--- config.mk ---
export PLATFORM = sky130hd
export DESIGN_NAME = detection_row_decode
export DESIGN_NICKNAME = d
export VERILOG_FILES = /design/src/rtl/drd_pkg.sv /design/src/rtl/drd_axis.sv /design/src/rtl/detection_row_decode.sv
export SDC_FILE = /design/constraint.sdc
export NUM_CORES = 2
export LEC_CHECK = 0
export ABC_AREA = 1
export ABC_CLOCK_PERIOD_IN_PS = 13700
export BUFFER_PORTS_ARGS = -buffer_cell sky130_fd_sc_hd__buf_2
export CELL_PAD_IN_SITES_DETAIL_PLACEMENT = 2
export CELL_PAD_IN_SITES_GLOBAL_PLACEMENT = 2
export CORE_MARGIN = 2
export CORE_UTILIZATION = 40
export DETAILED_ROUTE_END_ITERATION = 7
export PLACE_DENSITY = 0.95
export SYNTH_ARGS = -nofsm -noshare
export SYNTH_HDL_FRONTEND = slang
export SYNTH_HIERARCHICAL = 1
export SYNTH_SLANG_ARGS = --single-unit
--- constraint.sdc ---
create_clock -name clock -period 13.7 [get_ports clock]
set_clock_uncertainty 0.2 [all_clocks]
set_input_delay 2.055 -clock clock [delete_from_list [all_inputs] [get_ports clock]]
set_output_delay 2.055 -clock clock [all_outputs]
set_load 0.1 [all_outputs]
--- src/rtl/drd_pkg.sv ---
// Shared types and constants for the detection row decoder.
// Word formats of the request and response channels and the per-axis clip result.
// No dependencies.
package drd_pkg;

   localparam int NUM_CLASSES  = 4;
   localparam int SCORE_FIELDS = 4;
   localparam int SCAN_CLASSES = (NUM_CLASSES < SCORE_FIELDS) ? NUM_CLASSES : SCORE_FIELDS;
   localparam int SCORE_W      = 16;
   localparam int COORD_W      = 16;
   localparam int SCALE_W      = 16;
   localparam int FRAME_W      = 13;
   localparam int PROD_W       = COORD_W + SCALE_W;
   localparam int CSR_INDEX_W  = 3;
   localparam int CSR_DATA_W   = 16;

   localparam logic [FRAME_W-1:0] MAX_FRAME = 13'd4096;

   // Register indexes of the csr port.
   localparam logic [CSR_INDEX_W-1:0] CSR_CONF_THRESHOLD = 3'd0;
   localparam logic [CSR_INDEX_W-1:0] CSR_FRAME_WIDTH    = 3'd1;
   localparam logic [CSR_INDEX_W-1:0] CSR_FRAME_HEIGHT   = 3'd2;
   localparam logic [CSR_INDEX_W-1:0] CSR_SCALE_X        = 3'd3;
   localparam logic [CSR_INDEX_W-1:0] CSR_SCALE_Y        = 3'd4;

   typedef struct packed {
      logic [15:0] box_ctr_x;
      logic [15:0] box_ctr_y;
      logic [15:0] box_width_in;
      logic [15:0] box_height_in;
      logic [15:0] objectness;
      logic [15:0] class_score_0;
      logic [15:0] class_score_1;
      logic [15:0] class_score_2;
      logic [15:0] class_score_3;
   } req_word_type;

   typedef struct packed {
      logic [1:0]  class_id;
      logic [15:0] confidence;
      logic [11:0] box_x;
      logic [11:0] box_y;
      logic [12:0] box_w;
      logic [12:0] box_h;
   } rsp_word_type;

   // Clipped span on one axis.
   typedef struct packed {
      logic        keep;
      logic [11:0] start;
      logic [12:0] len;
   } axis_type;

endpackage

--- src/rtl/drd_axis.sv ---
// One axis of the box: corner from scaled centre and size, truncation, clip to frame.
// Purely combinational. Depends on drd_pkg.
module drd_axis
   import drd_pkg::*;
(
   input  logic [PROD_W-1:0]  center_prod,  // Q12.20
   input  logic [PROD_W-1:0]  size_prod,    // Q12.20
   input  logic [FRAME_W-1:0] bound,
   output axis_type           span
);

   logic signed [PROD_W+1:0] diff;    // center - size/2, Q.21
   logic        [PROD_W+1:0] mag;
   logic                     neg;
   logic signed [13:0]       left;
   logic        [11:0]       size_int;
   logic signed [14:0]       hi_end;
   logic signed [14:0]       lo_clip;
   logic signed [14:0]       hi_clip;
   logic signed [14:0]       len;

   always_comb begin
      diff     = $signed({1'b0, center_prod, 1'b0}) - $signed({2'b00, size_prod});
      neg      = diff[PROD_W+1];
      mag      = neg ? (~diff + 1'b1) : diff;
      // truncate toward zero: shift the magnitude, restore the sign
      left     = neg ? -$signed({1'b0, mag[PROD_W+1:21]}) : $signed({1'b0, mag[PROD_W+1:21]});
      size_int = size_prod[PROD_W-1:20];
      hi_end   = {left[13], left} + $signed({3'b000, size_int});
      lo_clip  = left[13] ? 15'sd0 : {left[13], left};
      hi_clip  = (hi_end < $signed({2'b00, bound})) ? hi_end : $signed({2'b00, bound});
      len      = hi_clip - lo_clip;
      span.keep  = (len > 15'sd0);
      span.start = lo_clip[11:0];
      span.len   = len[12:0];
   end

endmodule

--- src/rtl/detection_row_decode.sv ---
// Top level of the detection row decoder: csr registers, three-stage pipeline.
// Depends on drd_pkg and drd_axis.
//
// Usage:
//  - req channel: one detector row per word (centre, size, objectness, four
//    class scores). A word is taken at a clock edge with req_valid high and
//    req_stall low.
//  - rsp channel: zero or one detection per row (class, confidence, clipped
//    box). Rows that fail the objectness or confidence threshold, have no
//    positive class score or end up with an empty box give no word.
//  - csr port: csr_we/csr_index/csr_wdata write threshold, frame size and
//    scales; write only while the pipeline is empty. Indexes past the list
//    are ignored.
//  - Order: an accepted row passes the input, product and output registers in turn.
//  - Throughput: one row per cycle while rsp_stall is low; the three pipeline
//    registers each advance whenever the stage after them is empty or moving.
//  - Stall: rsp_stall holds the output word; the stages behind it keep filling
//    until all three are full, then req_stall rises.
//  - Reset (synchronous) empties the pipeline and loads the csr defaults:
//    threshold 0.25, frame 640x640, scales 1.0.
module detection_row_decode
   import drd_pkg::*;
(
   input  logic                   clock,
   input  logic                   reset,
   // request channel
   input  logic                   req_valid,
   output logic                   req_stall,
   input  req_word_type           req_data,
   // response channel
   output logic                   rsp_valid,
   input  logic                   rsp_stall,
   output rsp_word_type           rsp_data,
   // csr write port
   input  logic                   csr_we,
   input  logic [CSR_INDEX_W-1:0] csr_index,
   input  logic [CSR_DATA_W-1:0]  csr_wdata
);

   // csr registers
   logic [SCORE_W-1:0] threshold_ff;
   logic [FRAME_W-1:0] frame_width_ff;
   logic [FRAME_W-1:0] frame_height_ff;
   logic [SCALE_W-1:0] scale_x_ff;
   logic [SCALE_W-1:0] scale_y_ff;
   logic [FRAME_W-1:0] bound_x;
   logic [FRAME_W-1:0] bound_y;

   always_ff @(posedge clock) begin
      if (reset) begin
         threshold_ff    <= 16'd16384;
         frame_width_ff  <= 13'd640;
         frame_height_ff <= 13'd640;
         scale_x_ff      <= 16'd16384;
         scale_y_ff      <= 16'd16384;
      end else if (csr_we) begin
         unique case (csr_index)
            CSR_CONF_THRESHOLD: threshold_ff    <= csr_wdata;
            CSR_FRAME_WIDTH:    frame_width_ff  <= csr_wdata[FRAME_W-1:0];
            CSR_FRAME_HEIGHT:   frame_height_ff <= csr_wdata[FRAME_W-1:0];
            CSR_SCALE_X:        scale_x_ff      <= csr_wdata;
            CSR_SCALE_Y:        scale_y_ff      <= csr_wdata;
            default: ;
         endcase
      end
   end

   // clip bound saturates at the largest frame
   assign bound_x = (frame_width_ff  > MAX_FRAME) ? MAX_FRAME : frame_width_ff;
   assign bound_y = (frame_height_ff > MAX_FRAME) ? MAX_FRAME : frame_height_ff;

   // pipeline handshake: a stage loads when it is empty or its word moves on
   logic s1_valid_ff, s2_valid_ff, rsp_valid_ff;
   logic ready1, ready2, ready3;

   assign ready3    = !rsp_valid_ff || !rsp_stall;
   assign ready2    = !s2_valid_ff  || ready3;
   assign ready1    = !s1_valid_ff  || ready2;
   assign req_stall = !ready1;
   assign rsp_valid = rsp_valid_ff;

   // stage 1: input register
   req_word_type s1_word_ff;

   always_ff @(posedge clock) begin
      if (reset) begin
         s1_valid_ff <= 1'b0;
      end else if (ready1) begin
         s1_valid_ff <= req_valid;
      end
   end

   always_ff @(posedge clock) begin
      if (ready1 && req_valid) begin
         s1_word_ff <= req_data;
      end
   end

   // argmax over class scores: strictly greater wins, so ties keep the first
   logic [SCORE_W-1:0] scores [SCORE_FIELDS];
   logic [SCORE_W-1:0] best;
   logic [1:0]         best_id;
   logic               best_found;

   always_comb begin
      scores[0]  = s1_word_ff.class_score_0;
      scores[1]  = s1_word_ff.class_score_1;
      scores[2]  = s1_word_ff.class_score_2;
      scores[3]  = s1_word_ff.class_score_3;
      best       = '0;
      best_id    = '0;
      best_found = 1'b0;
      for (int i = 0; i < SCAN_CLASSES; i++) begin
         if (scores[i] > best) begin
            best       = scores[i];
            best_id    = i[1:0];
            best_found = 1'b1;
         end
      end
   end

   // stage 2: products registered
   logic [PROD_W-1:0]  conf_prod;
   logic [SCORE_W-1:0] conf_ff;
   logic [1:0]         class_id_ff;
   logic               pass_ff;      // objectness ok and some class positive
   logic [PROD_W-1:0]  cx_prod_ff, cy_prod_ff, w_prod_ff, h_prod_ff;

   assign conf_prod = s1_word_ff.objectness * best;

   always_ff @(posedge clock) begin
      if (reset) begin
         s2_valid_ff <= 1'b0;
      end else if (ready2) begin
         s2_valid_ff <= s1_valid_ff;
      end
   end

   always_ff @(posedge clock) begin
      if (ready2 && s1_valid_ff) begin
         conf_ff     <= conf_prod[PROD_W-1:SCORE_W];
         class_id_ff <= best_id;
         pass_ff     <= best_found && (s1_word_ff.objectness >= threshold_ff);
         cx_prod_ff  <= s1_word_ff.box_ctr_x     * scale_x_ff;
         w_prod_ff   <= s1_word_ff.box_width_in  * scale_x_ff;
         cy_prod_ff  <= s1_word_ff.box_ctr_y     * scale_y_ff;
         h_prod_ff   <= s1_word_ff.box_height_in * scale_y_ff;
      end
   end

   // box corner, truncation and clip per axis
   axis_type span_x, span_y;
   logic     keep;

   drd_axis u_axis_x (
      .center_prod (cx_prod_ff),
      .size_prod   (w_prod_ff),
      .bound       (bound_x),
      .span        (span_x)
   );

   drd_axis u_axis_y (
      .center_prod (cy_prod_ff),
      .size_prod   (h_prod_ff),
      .bound       (bound_y),
      .span        (span_y)
   );

   assign keep = pass_ff && (conf_ff >= threshold_ff) && span_x.keep && span_y.keep;

   // stage 3: output register; dropped rows just leave it empty
   rsp_word_type rsp_word_ff;

   always_ff @(posedge clock) begin
      if (reset) begin
         rsp_valid_ff <= 1'b0;
      end else if (ready3) begin
         rsp_valid_ff <= s2_valid_ff && keep;
      end
   end

   always_ff @(posedge clock) begin
      if (ready3 && s2_valid_ff && keep) begin
         rsp_word_ff.class_id   <= class_id_ff;
         rsp_word_ff.confidence <= conf_ff;
         rsp_word_ff.box_x      <= span_x.start;
         rsp_word_ff.box_y      <= span_y.start;
         rsp_word_ff.box_w      <= span_x.len;
         rsp_word_ff.box_h      <= span_y.len;
      end
   end

   assign rsp_data = rsp_word_ff;

endmodule
==> qor.tcl <==
set qor(result_of_the_run) {complete, but fails checks}
set qor(violations) {DRC, capacitance limit, slew limit, setup timing}
set qor(hold-path-cell-count) 0
set qor(worst_slew_pin_slew_ns) 1.706
set qor(path_common_cell) {sky130_fd_sc_hd__nand2_1}
set qor(dieHeight_um) 421.6
set qor(detailroute.via_count) 72144
set qor(timing.setup.critical_path_class) {register to register}
set qor(post-synth-top-area-fraction_pct) 27.98
set qor(worst-r2r-setup-slack_ns) -2.89
set qor(mostFrequentLayoutCell) {sky130_fd_sc_hd__nand2_1}
set qor(finalCritPeriodShare_pct) 121.1
set qor(synth.ff_latch_count) 436
set qor(critPathTopFamily) {compound AO/OA/AOI/OAI gates}
set qor(yosysSeqAreaShare_pct) 17.66
set qor(path_max_fanout) 39
set qor(clk_path_buf_depth) 3
set qor(drt-met1-wl_mm) 135.5
set qor(post-place-ws_ns) 0.2446
set qor(cts_buffers) 66
set qor(via_count_of_the_first_global_routing_pass) 81528
set qor(period_minus_slack_ns) 16.59
set qor(port_buffers) 237
set qor(worst_hold_path.endpoint) {rsp_data[67]}
set qor(holdBufCountCts) 0
set qor(timing.max_slew.rel_slack_pct) -14.91
set qor(global_route_total_usage_across_every_layer_pct) 47.12
set qor(cts.clk_slew.worst_paths_ns) 0.07
set qor(number_of_warnings_printed_during_yosys_synthesis) 6
set qor(critical_path.reg2reg.startpoint) {w_prod_ff[25]}
set qor(congestion_overflow_gr) 0
set qor(clock_sink_count) 436
set qor(total_half_perimeter_wirelength_after_legalization_and_detailed_placement_mm) 274.6
set qor(synth_cell_type_count) 65
set qor(layout_area_overhead_pct) 8.383
set qor(viasPerCell) 6.353
set qor(drive_gt1_share_pct) 7.499
set qor(drtAntennaViolNets) 0
set qor(worstSkewPairLatency_ns) 0.81
set qor(dr.pass1.iters) 8
set qor(die_area_um2) 177800
set qor(fin_util_pct) 43.55
set qor(slew_viol_final) 23
set qor(met3RoutedLength_mm) 51.96
set qor(initialDrtViolationCount) 7826
set qor(synthDominantAreaCellType) {sky130_fd_sc_hd__fa_1}
set qor(setup_ws_ns) -2.889
set qor(crit_path_top_delay_cell) {sky130_fd_sc_hd__o21ai_0}
set qor(floorplan.rows) 153
set qor(worstPathArrival_ns) 16.79
set qor(finalWeightedCongestion) 0.9375
set qor(cap_viol_max_count) 4
set qor(core-area_um2) 173600
set qor(start_kind) {register}
set qor(synth_net_count) 10759
set qor(critical_path_required_ns) 13.90
set qor(starting_density_of_the_core_pct) 40.18
set qor(hold_ws_ns) 0.2643
set qor(wl_mm) 437.6
set qor(synth_area_leaders) {sky130_fd_sc_hd__fa_1 28%, sky130_fd_sc_hd__edfxtp_1 15%, sky130_fd_sc_hd__ha_1 13%}
set qor(setup_total_negative_slack_ns) -197.56
set qor(timing.rr.end) {rsp_data[30]}
set qor(end_kind) {register}
set qor(layout_common_cells) {2303 x sky130_fd_sc_hd__nand2_1, 2213 x sky130_fd_sc_hd__inv_1, 974 x sky130_fd_sc_hd__fa_1}
set qor(syn_inst) 8875
set qor(clock_tree.htree_level_count) 3
set qor(cts_tree) {yes}
set qor(max_stage_delay_ns) 1.37
set qor(grt_start_max_net_pins) 132
set qor(io_pins) 238
set qor(hold_viol) 0
set qor(max_freq_ghz) 0.06028
set qor(top_layer) {met5}
set qor(synth.cell_area_um2) 69760
set qor(antenna_found_initial) 91
set qor(clock-root-buffer) {sky130_fd_sc_hd__clkbuf_16}
set qor(wire_length_on_met2_mm) 190.8
set qor(post_drt_wl_per_cell_um) 38.54
set qor(critical_path.n_buffers_inverters) 8
set qor(layout.nets) 10809
set qor(setup_viol) 75
set qor(holdCritStartpoint) {class_id_ff[1]}
set qor(grt_first_pass_wirelength_mm) 599.2
set qor(remaining_drc_errors) 6
set qor(worstRegToRegCells) 61
set qor(die_width_um) 421.6
set qor(synth.avg_cell_area_um2) 7.860
set qor(min_path_type) {register to register}
flip-flops by register name (all words and copies together), names as in the netlist, 16 cells and up:
signal        cells
conf_ff          16
cx_prod_ff       32
cy_prod_ff       32
h_prod_ff        32
rsp_data         68
s1_word_ff      144
scale_x_ff       16
scale_y_ff       16
threshold_ff     16
w_prod_ff        32
worst reg2reg max path, delay by kind of cell (launching register included):
kind            cells  cell delay (ns)
compound gates     19             5.98
simple gates       28             4.84
xor+xnor            1             0.65
buf+inv             8             1.79
fa+ha+maj           5             1.99
flops               1             0.69
worst max path at each step:
stage / startpoint / endpoint / slack, ns / depth (start not counted)
2_1_floorplan: cx_prod_ff[0] / rsp_data[0] / 1.40 / 67
3_3_place_gp: cx_prod_ff[1] / rsp_data[29] / 2.39 / 65
3_5_place_dp: w_prod_ff[28] / rsp_data[31] / 0.24 / 62
6_report: w_prod_ff[25] / rsp_data[30] / -2.89 / 61
5_1_grt: w_prod_ff[25] / rsp_data[36] / -2.07 / 52
4_1_cts: cx_prod_ff[2] / rsp_data[38] / 0.09 / 65
synth_stat cells (all sizes together):
cell and count:
a2111oi 1, nand4 52, nor3 32, xor2 135, o211a 1, nand3 225
and3 3, fa 975, a21boi 16, or4 1, buf 28, edfxtp 359
o21ai 246, and2 9, clkbuf 300, o21bai 22, o221a 1, o2111ai 3
a22oi 2, o31ai 6, xnor2 56, o211ai 11, or2 7, o311ai 1
o221ai 7, nor4 16, or3b 1, a211oi 5, nand3b 9, clkinv 6
a21oi 314, o32a 1, dfxtp 77, inv 2263, a21o 7, a31oi 16
nand2 2361, a221oi 3, o21a 13, ha 741, nor2 543
through the flow:
step | cell area (um^2) | cells
2_1_floorplan | 69760 | 8875
3_3_place_gp | 72990 | 11161
3_5_place_dp | 72990 | 11161
4_1_cts | 75090 | 11279
5_1_grt | 75520 | 11319
6_report | 75610 | 11356
routing by layer:
| layer | global-route usage (%) | up-vias |
|---|---|---|
| li1 | - | 26644 |
| met1 | 44.84 | 35761 |
| met2 | 72.49 | 6151 |
| met3 | 21.54 | 3514 |
| met4 | 49.85 | 74 |
| met5 | 3.441 | - |
cells by family after synthesis:
family          Yosys count  synth area share [%]
compound gates          676                 5.573
xor+xnor                191                 2.436
fa+ha+maj              1716                 41.27
buf+inv                2597                 14.07
flops                   436                 17.66
simple gates           3259                 18.99
timing repair:
| action | in CTS | in global routing |
|---|---|---|
| endpoints found under the setup margin | 68 | 75 |
| buffers inserted | 0 | 17 |
| gates cloned | 0 | 2 |
| pin swaps | 0 | 4 |
| gates resized for setup | 8 | 45 |
layout make-up:
class                           instances  area [um^2]
Antenna cell                           56        140.1
Clock inverter                         34        305.3
Tap cell                             2325         2909
Multi-Input combinational cell       5843        47840
Timing Repair Buffer                  308         1773
Timing Repair inverter                  1        5.005
Fill cell                           19780        98020
Sequential cell                       436        12320
Inverter                             2269         8541
Clock buffer                           84         1772
Power is left out: the tool's default activity adds up to more than one toggle a clock period on the data nets, which glitch-free logic cannot reach.
